### src/rtl/core/qrpm_pkg.sv
`timescale 1ns / 1ps
// ----------------------------------------------------------------------------
// qrpm_pkg
// Shared types, widths and helpers for the rate controller and motor mixer.
// ----------------------------------------------------------------------------
package qrpm_pkg;

  localparam int RATE_W     = 16;
  localparam int ERR_W      = 17;
  localparam int GAIN_W     = 24;
  localparam int DB_W       = 15;
  localparam int THR_W      = 14;
  localparam int DT_W       = 16;
  localparam int CFG_IDX_W  = 3;
  localparam int INTEGRAL_W = 40;
  localparam int OPND_W     = 25;
  localparam int PROD_W     = 2 * OPND_W;
  localparam int ACC_W      = 64;
  localparam int FRAC_W     = 24;
  localparam int TQ_W       = 40;
  localparam int MIX_W      = TQ_W + 2;
  localparam int DIV_W      = 61;
  localparam int DIV_CNT_W  = $clog2(DIV_W);
  localparam int THR_MAX    = 10000;
  localparam int US_PER_S   = 1000000;

  localparam logic [CFG_IDX_W-1:0] REG_ROLL_KP  = 3'd0;
  localparam logic [CFG_IDX_W-1:0] REG_ROLL_KD  = 3'd1;
  localparam logic [CFG_IDX_W-1:0] REG_ROLL_KI  = 3'd2;
  localparam logic [CFG_IDX_W-1:0] REG_YAW_KP   = 3'd3;
  localparam logic [CFG_IDX_W-1:0] REG_YAW_KD   = 3'd4;
  localparam logic [CFG_IDX_W-1:0] REG_DEADBAND = 3'd5;

  localparam logic [DB_W-1:0] DEADBAND_RST = 15'd20;

  typedef struct packed {
    logic go;
    logic load;
    logic neg;
    logic sh24;
  } mac_ctrl_t;

  // Saturate to the integrator range
  function automatic logic signed [INTEGRAL_W-1:0] sat_int(input logic signed [ACC_W-1:0] v);
    logic signed [ACC_W-1:0] hi;
    logic signed [ACC_W-1:0] lo;
    hi = (64'sd1 <<< (INTEGRAL_W - 1)) - 64'sd1;
    lo = -hi - 64'sd1;
    if (v > hi) begin
      return hi[INTEGRAL_W-1:0];
    end else if (v < lo) begin
      return lo[INTEGRAL_W-1:0];
    end
    return v[INTEGRAL_W-1:0];
  endfunction

  // Q.24 to whole units, rounding toward zero
  function automatic logic signed [TQ_W-1:0] trunc_q24(input logic signed [ACC_W-1:0] v);
    logic signed [ACC_W-1:0] t;
    t = v[ACC_W-1] ? ((v + ((64'sd1 <<< FRAC_W) - 64'sd1)) >>> FRAC_W) : (v >>> FRAC_W);
    return t[TQ_W-1:0];
  endfunction

  // {flag, throttle}
  function automatic logic [THR_W:0] clamp_motor(input logic signed [MIX_W-1:0] v);
    if (v < 0) begin
      return {1'b1, {THR_W{1'b0}}};
    end else if (v > MIX_W'(THR_MAX)) begin
      return {1'b1, THR_W'(THR_MAX)};
    end
    return {1'b0, v[THR_W-1:0]};
  endfunction

endpackage

### src/rtl/core/qrpm_mac.sv
`timescale 1ns / 1ps
// ----------------------------------------------------------------------------
// qrpm_mac
// Shared signed multiply-accumulate unit: registered product, then add.
// ----------------------------------------------------------------------------
module qrpm_mac (
  input  logic                                   clk_i,
  input  logic                                   rst_ni,
  input  qrpm_pkg::mac_ctrl_t                    ctrl_i,
  input  logic signed [qrpm_pkg::OPND_W-1:0]     a_i,
  input  logic signed [qrpm_pkg::OPND_W-1:0]     b_i,
  input  logic signed [qrpm_pkg::ACC_W-1:0]      base_i,
  output logic signed [qrpm_pkg::ACC_W-1:0]      acc_o
);
  import qrpm_pkg::*;

  mac_ctrl_t               ctrl_q;
  logic signed [PROD_W-1:0] prod_q;
  logic signed [ACC_W-1:0]  base_q;
  logic signed [ACC_W-1:0]  acc_q;
  logic signed [ACC_W-1:0]  acc_d;
  logic signed [ACC_W-1:0]  prod_ext;
  logic signed [ACC_W-1:0]  term;

  always_ff @(posedge clk_i or negedge rst_ni) begin
    if (!rst_ni) begin
      ctrl_q <= '0;
    end else begin
      ctrl_q <= ctrl_i;
    end
  end

  always_ff @(posedge clk_i) begin
    if (ctrl_i.go) begin
      prod_q <= a_i * b_i;
      base_q <= base_i;
    end
    acc_q <= acc_d;
  end

  always_comb begin
    prod_ext = {{(ACC_W - PROD_W){prod_q[PROD_W-1]}}, prod_q};
    term     = ctrl_q.sh24 ? (prod_ext <<< FRAC_W) : prod_ext;
    if (ctrl_q.neg) begin
      term = -term;
    end
    acc_d = acc_q;
    if (ctrl_q.go) begin
      acc_d = (ctrl_q.load ? base_q : acc_q) + term;
    end
  end

  assign acc_o = acc_q;

endmodule

### src/rtl/core/qrpm_div.sv
`timescale 1ns / 1ps
// ----------------------------------------------------------------------------
// qrpm_div
// Serial restoring divider, one quotient bit per cycle, unsigned operands.
// ----------------------------------------------------------------------------
module qrpm_div (
  input  logic                            clk_i,
  input  logic                            rst_ni,
  input  logic                            start_i,
  input  logic [qrpm_pkg::DIV_W-1:0]      num_i,
  input  logic [qrpm_pkg::DT_W-1:0]       den_i,
  output logic                            done_o,
  output logic [qrpm_pkg::DIV_W-1:0]      quo_o
);
  import qrpm_pkg::*;

  logic                 run_q;
  logic                 done_q;
  logic [DIV_CNT_W-1:0] cnt_q;
  logic [DIV_W-1:0]     quo_q;
  logic [DT_W-1:0]      den_q;
  logic [DT_W:0]        rem_q;
  logic [DT_W:0]        rem_sh;
  logic                 ge;

  always_comb begin
    rem_sh = {rem_q[DT_W-1:0], quo_q[DIV_W-1]};
    ge     = rem_sh >= {1'b0, den_q};
  end

  always_ff @(posedge clk_i or negedge rst_ni) begin
    if (!rst_ni) begin
      run_q  <= 1'b0;
      done_q <= 1'b0;
      cnt_q  <= '0;
    end else begin
      done_q <= 1'b0;
      if (start_i) begin
        run_q <= 1'b1;
        cnt_q <= DIV_CNT_W'(DIV_W - 1);
      end else if (run_q) begin
        cnt_q <= cnt_q - 1'b1;
        if (cnt_q == '0) begin
          run_q  <= 1'b0;
          done_q <= 1'b1;
        end
      end
    end
  end

  always_ff @(posedge clk_i) begin
    if (start_i) begin
      quo_q <= num_i;
      den_q <= den_i;
      rem_q <= '0;
    end else if (run_q) begin
      quo_q <= {quo_q[DIV_W-2:0], ge};
      rem_q <= ge ? (rem_sh - {1'b0, den_q}) : rem_sh;
    end
  end

  assign done_o = done_q;
  assign quo_o  = quo_q;

endmodule

### src/rtl/core/quad_rate_pid_mixer_top.sv
`timescale 1ns / 1ps
// ----------------------------------------------------------------------------
// quad_rate_pid_mixer_top
// Roll/pitch PID and yaw PD rate controller with four-motor mixer.
// ----------------------------------------------------------------------------
// Channel  Direction  Handshake                 Payload
// in       sink       in_valid_i / in_stall_o   rates, accels, throttle, dt
// out      source     out_valid_o / out_stall_i four motors, clamp flag
// cfg      sink       cfg_we_i                  cfg_idx_i, cfg_wdata_i
//
// Each transaction runs from the accept through ten multiply-accumulate steps
// (issue, accumulate and post phases) on one shared 25x25 multiplier, the
// serial yaw divider (61 quotient bits and a done strobe) and the mix step.
// One transaction is in flight at a time.
// Reset clears gains, integrators and past yaw rate; the deadband resets
// to 20. A stalled result holds in the output register; a new transaction
// may be accepted meanwhile but waits at the mix until the output is free.
// ----------------------------------------------------------------------------
module quad_rate_pid_mixer_top (
  input  logic                                 clk_i,
  input  logic                                 rst_ni,
  input  logic                                 cfg_we_i,
  input  logic [qrpm_pkg::CFG_IDX_W-1:0]       cfg_idx_i,
  input  logic [qrpm_pkg::GAIN_W-1:0]          cfg_wdata_i,
  input  logic                                 in_valid_i,
  output logic                                 in_stall_o,
  input  logic signed [qrpm_pkg::RATE_W-1:0]   desired_roll_rate_i,
  input  logic signed [qrpm_pkg::RATE_W-1:0]   actual_roll_rate_i,
  input  logic signed [qrpm_pkg::RATE_W-1:0]   roll_accel_i,
  input  logic signed [qrpm_pkg::RATE_W-1:0]   desired_pitch_rate_i,
  input  logic signed [qrpm_pkg::RATE_W-1:0]   actual_pitch_rate_i,
  input  logic signed [qrpm_pkg::RATE_W-1:0]   pitch_accel_i,
  input  logic signed [qrpm_pkg::RATE_W-1:0]   desired_yaw_rate_i,
  input  logic signed [qrpm_pkg::RATE_W-1:0]   actual_yaw_rate_i,
  input  logic [qrpm_pkg::THR_W-1:0]           base_throttle_i,
  input  logic [qrpm_pkg::DT_W-1:0]            step_time_i,
  output logic                                 out_valid_o,
  input  logic                                 out_stall_i,
  output logic [qrpm_pkg::THR_W-1:0]           left_motor_o,
  output logic [qrpm_pkg::THR_W-1:0]           right_motor_o,
  output logic [qrpm_pkg::THR_W-1:0]           front_motor_o,
  output logic [qrpm_pkg::THR_W-1:0]           back_motor_o,
  output logic                                 clamped_o
);
  import qrpm_pkg::*;

  localparam logic [1:0] S_IDLE = 2'd0;
  localparam logic [1:0] S_MAC  = 2'd1;
  localparam logic [1:0] S_DIV  = 2'd2;
  localparam logic [1:0] S_MIX  = 2'd3;

  localparam logic [1:0] PH_ISSUE = 2'd0;
  localparam logic [1:0] PH_ACC   = 2'd1;
  localparam logic [1:0] PH_POST  = 2'd2;

  localparam logic [3:0] ST_R_INT = 4'd0;
  localparam logic [3:0] ST_R_P   = 4'd1;
  localparam logic [3:0] ST_R_D   = 4'd2;
  localparam logic [3:0] ST_P_INT = 4'd3;
  localparam logic [3:0] ST_P_P   = 4'd4;
  localparam logic [3:0] ST_P_D   = 4'd5;
  localparam logic [3:0] ST_Y_KD  = 4'd6;
  localparam logic [3:0] ST_Y_HI  = 4'd7;
  localparam logic [3:0] ST_Y_LO  = 4'd8;
  localparam logic [3:0] ST_Y_SUM = 4'd9;

  localparam logic signed [OPND_W-1:0] US_OPND = OPND_W'(US_PER_S);

  logic [GAIN_W-1:0] kp_q, kd_q, ki_q, ykp_q, ykd_q;
  logic [DB_W-1:0]   db_q;

  logic [1:0] state_q;
  logic [1:0] phase_q;
  logic [3:0] step_q;

  logic signed [ERR_W-1:0]      err_r_q, err_p_q, yerr_q, ydiff_q;
  logic signed [RATE_W-1:0]     acc_r_q, acc_p_q, prev_q;
  logic                         out_r_q, out_p_q;
  logic [THR_W-1:0]             base_q;
  logic [DT_W-1:0]              dt_q;
  logic signed [INTEGRAL_W-1:0] integ_r_q, integ_p_q;
  logic signed [TQ_W-1:0]       tr_q, tp_q, ty_q;
  logic signed [ERR_W+GAIN_W-1:0] m_q;
  logic                         nneg_q;
  logic signed [ACC_W-1:0]      ud_q;

  logic                         out_valid_q;
  logic [THR_W-1:0]             left_q, right_q, front_q, back_q;
  logic                         clamped_q;

  mac_ctrl_t                    mac_ctrl;
  logic signed [OPND_W-1:0]     mac_a, mac_b;
  logic signed [ACC_W-1:0]      mac_base, acc;
  logic signed [ACC_W-1:0]      acc_abs;

  logic                         div_start, div_done;
  logic [DIV_W-1:0]             quo;

  logic in_acc;
  logic signed [ERR_W-1:0]  e_r, e_p, e_y, yd;
  logic signed [RATE_W-1:0] prev_eff;
  logic signed [ERR_W:0]    db_ext;
  logic signed [MIX_W-1:0]  mb, mr, mp, my;
  logic [THR_W:0]           cl, cr, cf, cb;
  logic                     mix_go;

  assign in_stall_o = (state_q != S_IDLE);
  assign in_acc     = in_valid_i && !in_stall_o;

  // Config writes
  always_ff @(posedge clk_i or negedge rst_ni) begin
    if (!rst_ni) begin
      kp_q  <= '0;
      kd_q  <= '0;
      ki_q  <= '0;
      ykp_q <= '0;
      ykd_q <= '0;
      db_q  <= DEADBAND_RST;
    end else if (cfg_we_i) begin
      case (cfg_idx_i)
        REG_ROLL_KP:  kp_q  <= cfg_wdata_i;
        REG_ROLL_KD:  kd_q  <= cfg_wdata_i;
        REG_ROLL_KI:  ki_q  <= cfg_wdata_i;
        REG_YAW_KP:   ykp_q <= cfg_wdata_i;
        REG_YAW_KD:   ykd_q <= cfg_wdata_i;
        REG_DEADBAND: db_q  <= cfg_wdata_i[DB_W-1:0];
        default: ;
      endcase
    end
  end

  always_comb begin
    e_r = ERR_W'(desired_roll_rate_i) - ERR_W'(actual_roll_rate_i);
    e_p = ERR_W'(desired_pitch_rate_i) - ERR_W'(actual_pitch_rate_i);
    e_y = ERR_W'(desired_yaw_rate_i) - ERR_W'(actual_yaw_rate_i);
    prev_eff = (prev_q == '0) ? actual_yaw_rate_i : prev_q;
    yd = ERR_W'(actual_yaw_rate_i) - ERR_W'(prev_eff);
    db_ext = $signed({3'b000, db_q});
  end

  // Operand selection for the shared MAC
  always_comb begin
    mac_ctrl = '0;
    mac_a    = '0;
    mac_b    = '0;
    mac_base = '0;
    if (state_q == S_MAC && phase_q == PH_ISSUE) begin
      mac_ctrl.go = 1'b1;
      case (step_q)
        ST_R_INT: begin
          mac_ctrl.load = 1'b1;
          mac_a = $signed({1'b0, ki_q});
          mac_b = OPND_W'(err_r_q);
          mac_base = ACC_W'(integ_r_q);
        end
        ST_R_P: begin
          mac_ctrl.load = 1'b1;
          mac_a = $signed({1'b0, kp_q});
          mac_b = OPND_W'(err_r_q);
          mac_base = ACC_W'(integ_r_q);
        end
        ST_R_D: begin
          mac_ctrl.neg = 1'b1;
          mac_a = $signed({1'b0, kd_q});
          mac_b = OPND_W'(acc_r_q);
        end
        ST_P_INT: begin
          mac_ctrl.load = 1'b1;
          mac_a = $signed({1'b0, ki_q});
          mac_b = OPND_W'(err_p_q);
          mac_base = ACC_W'(integ_p_q);
        end
        ST_P_P: begin
          mac_ctrl.load = 1'b1;
          mac_a = $signed({1'b0, kp_q});
          mac_b = OPND_W'(err_p_q);
          mac_base = ACC_W'(integ_p_q);
        end
        ST_P_D: begin
          mac_ctrl.neg = 1'b1;
          mac_a = $signed({1'b0, kd_q});
          mac_b = OPND_W'(acc_p_q);
        end
        ST_Y_KD: begin
          mac_ctrl.load = 1'b1;
          mac_a = $signed({1'b0, ykd_q});
          mac_b = OPND_W'(ydiff_q);
        end
        ST_Y_HI: begin
          mac_ctrl.load = 1'b1;
          mac_ctrl.sh24 = 1'b1;
          mac_a = OPND_W'($signed(m_q[ERR_W+GAIN_W-1:GAIN_W]));
          mac_b = US_OPND;
        end
        ST_Y_LO: begin
          mac_a = $signed({1'b0, m_q[GAIN_W-1:0]});
          mac_b = US_OPND;
        end
        ST_Y_SUM: begin
          mac_ctrl.load = 1'b1;
          mac_a = $signed({1'b0, ykp_q});
          mac_b = OPND_W'(yerr_q);
          mac_base = ud_q;
        end
        default: mac_ctrl.go = 1'b0;
      endcase
    end
  end

  qrpm_mac u_mac (
    .clk_i  (clk_i),
    .rst_ni (rst_ni),
    .ctrl_i (mac_ctrl),
    .a_i    (mac_a),
    .b_i    (mac_b),
    .base_i (mac_base),
    .acc_o  (acc)
  );

  assign acc_abs   = acc[ACC_W-1] ? -acc : acc;
  assign div_start = (state_q == S_MAC) && (phase_q == PH_POST) && (step_q == ST_Y_LO);

  qrpm_div u_div (
    .clk_i   (clk_i),
    .rst_ni  (rst_ni),
    .start_i (div_start),
    .num_i   (acc_abs[DIV_W-1:0]),
    .den_i   (dt_q),
    .done_o  (div_done),
    .quo_o   (quo)
  );

  always_comb begin
    mb = MIX_W'($signed({1'b0, base_q}));
    mr = MIX_W'(tr_q);
    mp = MIX_W'(tp_q);
    my = MIX_W'(ty_q);
    cl = clamp_motor(mb + mr - my);
    cr = clamp_motor(mb - mr - my);
    cf = clamp_motor(mb - mp + my);
    cb = clamp_motor(mb + mp + my);
    mix_go = (state_q == S_MIX) && (!out_valid_q || !out_stall_i);
  end

  // Sequencer and state
  always_ff @(posedge clk_i or negedge rst_ni) begin
    if (!rst_ni) begin
      state_q     <= S_IDLE;
      phase_q     <= PH_ISSUE;
      step_q      <= ST_R_INT;
      out_valid_q <= 1'b0;
      integ_r_q   <= '0;
      integ_p_q   <= '0;
      prev_q      <= '0;
    end else begin
      if (mix_go) begin
        out_valid_q <= 1'b1;
      end else if (out_valid_q && !out_stall_i) begin
        out_valid_q <= 1'b0;
      end
      case (state_q)
        S_IDLE: begin
          if (in_acc) begin
            prev_q  <= actual_yaw_rate_i;
            state_q <= S_MAC;
            phase_q <= PH_ISSUE;
            step_q  <= ST_R_INT;
          end
        end
        S_MAC: begin
          case (phase_q)
            PH_ISSUE: phase_q <= PH_ACC;
            PH_ACC:   phase_q <= PH_POST;
            default: begin
              phase_q <= PH_ISSUE;
              step_q  <= step_q + 4'd1;
              case (step_q)
                ST_R_INT: if (out_r_q) integ_r_q <= sat_int(acc);
                ST_P_INT: if (out_p_q) integ_p_q <= sat_int(acc);
                ST_Y_LO:  state_q <= S_DIV;
                ST_Y_SUM: state_q <= S_MIX;
                default: ;
              endcase
            end
          endcase
        end
        S_DIV: begin
          if (div_done) begin
            state_q <= S_MAC;
            phase_q <= PH_ISSUE;
            step_q  <= ST_Y_SUM;
          end
        end
        default: begin
          if (mix_go) begin
            state_q <= S_IDLE;
          end
        end
      endcase
    end
  end

  // Datapath registers
  always_ff @(posedge clk_i) begin
    if (in_acc) begin
      err_r_q <= e_r;
      err_p_q <= e_p;
      yerr_q  <= e_y;
      ydiff_q <= yd;
      acc_r_q <= roll_accel_i;
      acc_p_q <= pitch_accel_i;
      out_r_q <= ((ERR_W+1)'(e_r) > db_ext) || ((ERR_W+1)'(e_r) < -db_ext);
      out_p_q <= ((ERR_W+1)'(e_p) > db_ext) || ((ERR_W+1)'(e_p) < -db_ext);
      base_q  <= base_throttle_i;
      dt_q    <= (step_time_i == '0) ? DT_W'(1) : step_time_i;
    end
    if (state_q == S_MAC && phase_q == PH_POST) begin
      case (step_q)
        ST_R_D:   tr_q <= trunc_q24(acc);
        ST_P_D:   tp_q <= trunc_q24(acc);
        ST_Y_KD:  m_q  <= acc[ERR_W+GAIN_W-1:0];
        ST_Y_LO:  nneg_q <= acc[ACC_W-1];
        ST_Y_SUM: ty_q <= trunc_q24(acc);
        default: ;
      endcase
    end
    if (state_q == S_DIV && div_done) begin
      ud_q <= nneg_q ? ACC_W'(quo) : -ACC_W'(quo);
    end
    if (mix_go) begin
      left_q    <= cl[THR_W-1:0];
      right_q   <= cr[THR_W-1:0];
      front_q   <= cf[THR_W-1:0];
      back_q    <= cb[THR_W-1:0];
      clamped_q <= cl[THR_W] | cr[THR_W] | cf[THR_W] | cb[THR_W];
    end
  end

  assign out_valid_o   = out_valid_q;
  assign left_motor_o  = left_q;
  assign right_motor_o = right_q;
  assign front_motor_o = front_q;
  assign back_motor_o  = back_q;
  assign clamped_o     = clamped_q;

endmodule

### config.mk
export PLATFORM = sky130hd
export DESIGN_NAME = quad_rate_pid_mixer_top
export DESIGN_NICKNAME = d
export VERILOG_FILES = /design/src/rtl/core/qrpm_pkg.sv /design/src/rtl/core/qrpm_mac.sv /design/src/rtl/core/qrpm_div.sv /design/src/rtl/core/quad_rate_pid_mixer_top.sv
export SDC_FILE = /design/constraint.sdc
export NUM_CORES = 2
export LEC_CHECK = 0
export ABC_AREA = 1
export BUFFER_PORTS_ARGS = -buffer_cell sky130_fd_sc_hd__buf_2
export CAP_MARGIN = 40
export CORE_AREA = 2 2 429 346
export CTS_CLUSTER_SIZE = 8
export DETAILED_ROUTE_END_ITERATION = 6
export DIE_AREA = 0 0 431 348
export GPL_ROUTABILITY_DRIVEN = 0
export MAX_ROUTING_LAYER = met4
export PLACE_DENSITY = 0.79
export REMOVE_ABC_BUFFERS = 1
export SLEW_MARGIN = 20
export SYNTH_ARGS = -nofsm -noshare
export SYNTH_HDL_FRONTEND = slang
export SYNTH_SLANG_ARGS = --single-unit
export TNS_END_PERCENT = 30
### constraint.sdc
create_clock -name clk_i -period 10.1 [get_ports clk_i]
set_input_delay 0 -clock clk_i [delete_from_list [all_inputs] [get_ports clk_i]]
set_output_delay 0 -clock clk_i [all_outputs]
set_load 0.005 [all_outputs]
==> reports/results.tsv <==
stage	metric	value	unit
worst_setup_path	critPathTopFamily	adder cells	
synthesis	synthCells	10390	
worst_setup_path	end_kind	flip-flop	
worst_setup_path	crit_buf_inv	13	
flow_run	drv_cap	0	
route	drt_iter0_drc	13270	
worst_setup_path	worstPathRequired	10.62	ns
final_layout	nets	12530	
synthesis	synthFlopType	edfxtp_1	
power	clkPwrFrac	17.9	%
worst_setup_path	slowest_delay	0.58	ns
floorplan	io_pins	249	
sta	fmax	0.1034	GHz
route	drtPass1Iterations	7	
clock_network	htreeDepth	4	
power	switching_share	49.69	%
synthesis	ys_seq_elements	938	
synthesis	async_flop_share	26.87	%
sta	slew_violations	0	
placed_design	place_hpwl	220800	µm
sta	finalCriticalPeriod	9.673	ns
floorplan	die_area	0.1500	mm²
clock_network	cts-root-buf	clkbuf_16	
power	p_seq_share	25.3	%
clock_network	cts.reportedPaths.clkPinSlew	0.06	ns
power	combPwrFrac	56.8	%
clock_network	tritoncts	yes	
floorplan	die_w	431	µm
grt	track_usage	40.12	%
worst_setup_path	cp_slowest_cell	fa_1	
grt	grt_max_degree	120	
clock_network	cts_buffers	136	
final_layout	syn2layout_area_growth	13.27	%
worst_setup_path	critical_path_class	reg2reg	
sta	fin_crit_sh	95.78	%
sta	finalWorstSetupSlack	0.4266	ns
grt	grt_pass1_vias	79120	
clock_network	clk_latency	0.82	ns
sta	setup_viol	0	
power	p_int	12.46	mW
power	ir_drop	0.1925	mV
floorplan	core	0.1461	mm²
floorplan	fp-row-count	126	
route	avgRoutedWirePerCell	22.53	µm
sta	relSlewSlack	36.88	%
synthesis	synth_top_area_share	23.20	%
grt	grt_pass1_wl	449800	µm
power	power_leakage	47.39	nW
route	totalWireLength	293800	µm
worst_setup_path	critPathMaxFanout	22	
sta	hold_slack	0.02437	ns
synthesis	yosys_warnings	0	
sta	rsz0062_at_grt	false	
synthesis	yosysTopAreaCell	edfxtp_1	
worst_setup_path	critical_path.startpoint_type	flip-flop	
synthesis	synth_edf_count	670	
clock_network	clock-sinks	938	
run_status	status	finished with violations	
sta	fin_worst_skew	0.06351	ns
route	vias_per_cell	6.157	
floorplan	fp.dieH	348	µm
synthesis	netlist_area	0.08672	mm²
synthesis	syn_avg_cell_area	8.348	µm²
floorplan	initial_core_util	59.34	%
sta	hold_viol	0	
clock_network	cts_buffer_depth	3	
synthesis	synth-seq-area-share	30.85	%
grt	antenna_found_initial	23	
worst_setup_path	worstPathArrival	10.19	ns
route	detail-route-antenna-nets	0	
synthesis	synth.area.top_cells	edfxtp_1 (23%), fa_1 (16%), ha_1 (9.2%)	
route	vias	80310	
worst_setup_path	critPathMostFrequentCell	nand2_1	
power	power_density	252.0	mW/mm²
final_layout	drive_above_1_share	6.846	%
sta	worst_pin_slew	0.9435	ns
placed_design	dpl_worst_slack	0.3267	ns
run_status	violations	design-rule violations	
placed_design	portBuffers	248	
grt	grt_overflow_total	0	
power	p_sw	12.30	mW
sta	tns	0	ns
synthesis	synth_cell_types	81	
route	drc_errors	247	
worst_hold_path	holdCritPathClass	in2reg	
==> power groups by stage <==
stage	sequential (mW)	combinational (mW)	clock, mW
floorplan	5.94	8.49	0
global placement	6.20	12.6	0
detailed placement	6.21	13.0	0
CTS	6.16	13.3	4.40
global route	6.27	15.2	4.60
finish	6.27	14.1	4.43
==> cells in the mapped netlist (9+ instances only) <==
master and count:
nand4_1 114, o21ai_1 43, nor2_4 11, fa_1 701, o31ai_1 15, a221oi_1 32
nand3b_1 12, o211ai_1 34, a21o_1 25, mux2_2 39, dfxtp_1 16, xnor2_1 136
buf_2 27, a22o_1 41, o21bai_1 26, nand3_1 269, edfxtp_1 670, a21boi_0 20
o21a_1 28, o2111ai_1 10, nor3_1 110, a22oi_1 40, nand2_1 1964, inv_1 2033
nor4_1 49, clkinv_1 9, a211oi_1 10, xor2_1 362, or2_2 15, buf_1 11
dfrtp_1 250, nor3_2 12, inv_2 19, nor2_2 16, o21ai_0 707, a31oi_1 68
clkbuf_1 191, a21oi_1 517, nor2_1 980, ha_1 637, a2111oi_0 9
==> repair_timing <==
action                                  4_1_cts  5_1_grt
gates resized for setup                       0        6
setup buffers                                 0        2
hold buffers                                298        0
endpoints found under the hold margin       411        0
endpoints found under the setup margin        0       13
==> final cells by class <==
type | instances | area, µm²
diodes | 37 | 92.59
fillers | 10880 | 47920
clock buffers | 202 | 3661
inverters | 2061 | 7745
clock inverters | 18 | 362.8
well taps | 1920 | 2402
flip-flops and latches | 938 | 26750
repair buffers | 713 | 5747
multi-input cells | 7154 | 51460
==> worst register-to-register path, delay by kind of cell (launching register included) <==
family / cells / cell delay, ns
DFF: 1 / 0.51
xor gates and xnor gates: 1 / 0.15
adders and majority gates: 8 / 3.99
and+or+nand+nor: 13 / 1.85
buffers and inverters: 13 / 1.85
AOI/OAI and AO/OA: 5 / 1.05
==> layer usage <==
metal | global-route usage (%) | wire length [µm] | vias up | part of all wire (%)
li1 | - | - | 34600 | -
met4 | 18.35 | 16750 | 0 | 5.7
met3 | 15.30 | 49230 | 1411 | 17
met1 | 51.81 | 107400 | 37620 | 37
met5 | - | 0 | - | 0
met2 | 55.74 | 120400 | 6678 | 41
==> cell usage in the layout (no fill, tap or decap), types with 25 or more instances in the layout <==
cell,netlist,layout
mux2_2,39,39
a22oi_1,40,40
a31oi_1,68,68
o21ai_0,707,705
a21oi_1,517,516
nor3_1,110,108
a22o_1,41,41
ha_1,637,637
nor2_1,980,968
o211ai_1,34,34
buf_4,3,148
xor2_1,362,360
nand3_1,269,269
o21ai_1,43,43
o21bai_1,26,26
o21a_1,28,28
dfrtp_1,250,247
xnor2_1,136,136
nand2_1,1964,1963
nor4_1,49,49
edfxtp_1,670,670
clkbuf_1,191,65
a21o_1,25,25
fa_1,701,701
buf_2,27,248
diode_2,0,37
clkbuf_16,0,136
dlygate4sd3_1,0,297
nand4_1,114,114
a221oi_1,32,32
inv_1,2033,2027
==> stage by stage <==
step	power [mW]	util, %	area (µm²)	instances
after global placement	18.75	62.00	90610	12460
after global routing	26.06	67.20	98210	13040
after detailed placement	19.20	62.21	90910	12480
after floorplan	14.43	-	85780	10150
final	24.76	67.21	98220	13040
after CTS	23.86	67.01	97930	12990
==> registers in the layout, indices dropped and copies added, names as in the netlist, 17 cells and up <==
| name | cells |
|---|---|
| err_p_q | 17 |
| err_r_q | 17 |
| integ_p_q | 40 |
| integ_r_q | 40 |
| kd_q | 24 |
| ki_q | 24 |
| kp_q | 24 |
| m_q | 41 |
| tp_q | 40 |
| tr_q | 40 |
| ty_q | 40 |
| u_div.quo_o | 61 |
| u_mac.acc_o | 64 |
| u_mac.base_q | 64 |
| u_mac.prod_q | 50 |
| ud_q | 64 |
| ydiff_q | 17 |
| yerr_q | 17 |
| ykd_q | 24 |
| ykp_q | 24 |
==> logic make-up (layout without fill, tap and decap cells) <==
family / count (synthesis) / count (layout) / synth area share, %
mux: 42 / 42 / 0.5411
simple gates: 3599 / 3599 / 17.22
compound gates: 1677 / 1677 / 10.99
xor+xnor: 498 / 498 / 5.030
fa+ha+maj: 1338 / 1338 / 25.37
flops: 938 / 938 / 30.85
other cells: 0 / 37 / 0
buf+inv: 2295 / 2994 / 10.00
==> worst paths after layout <==
kind / startpoint / endpoint / slack, ns / cells past startpoint
setup reg to reg: step_q[2] / u_mac.prod_q[46] / 0.43 / 40
min in group asynchronous: rst_ni / ykd_q[11] / 0.39 / 4
setup / recovery: step_q[2] / u_mac.prod_q[46] / 0.43 / 40
hold reg to reg: dt_q[1] / u_div.den_q[1] / 0.39 / 0
hold / removal: actual_roll_rate_i[5] / err_r_q[6] / 0.02 / 6
max in group asynchronous: rst_ni / u_mac.ctrl_q[2] / 8.96 / 5
Note: power is estimated with default switching activity, not from simulation.
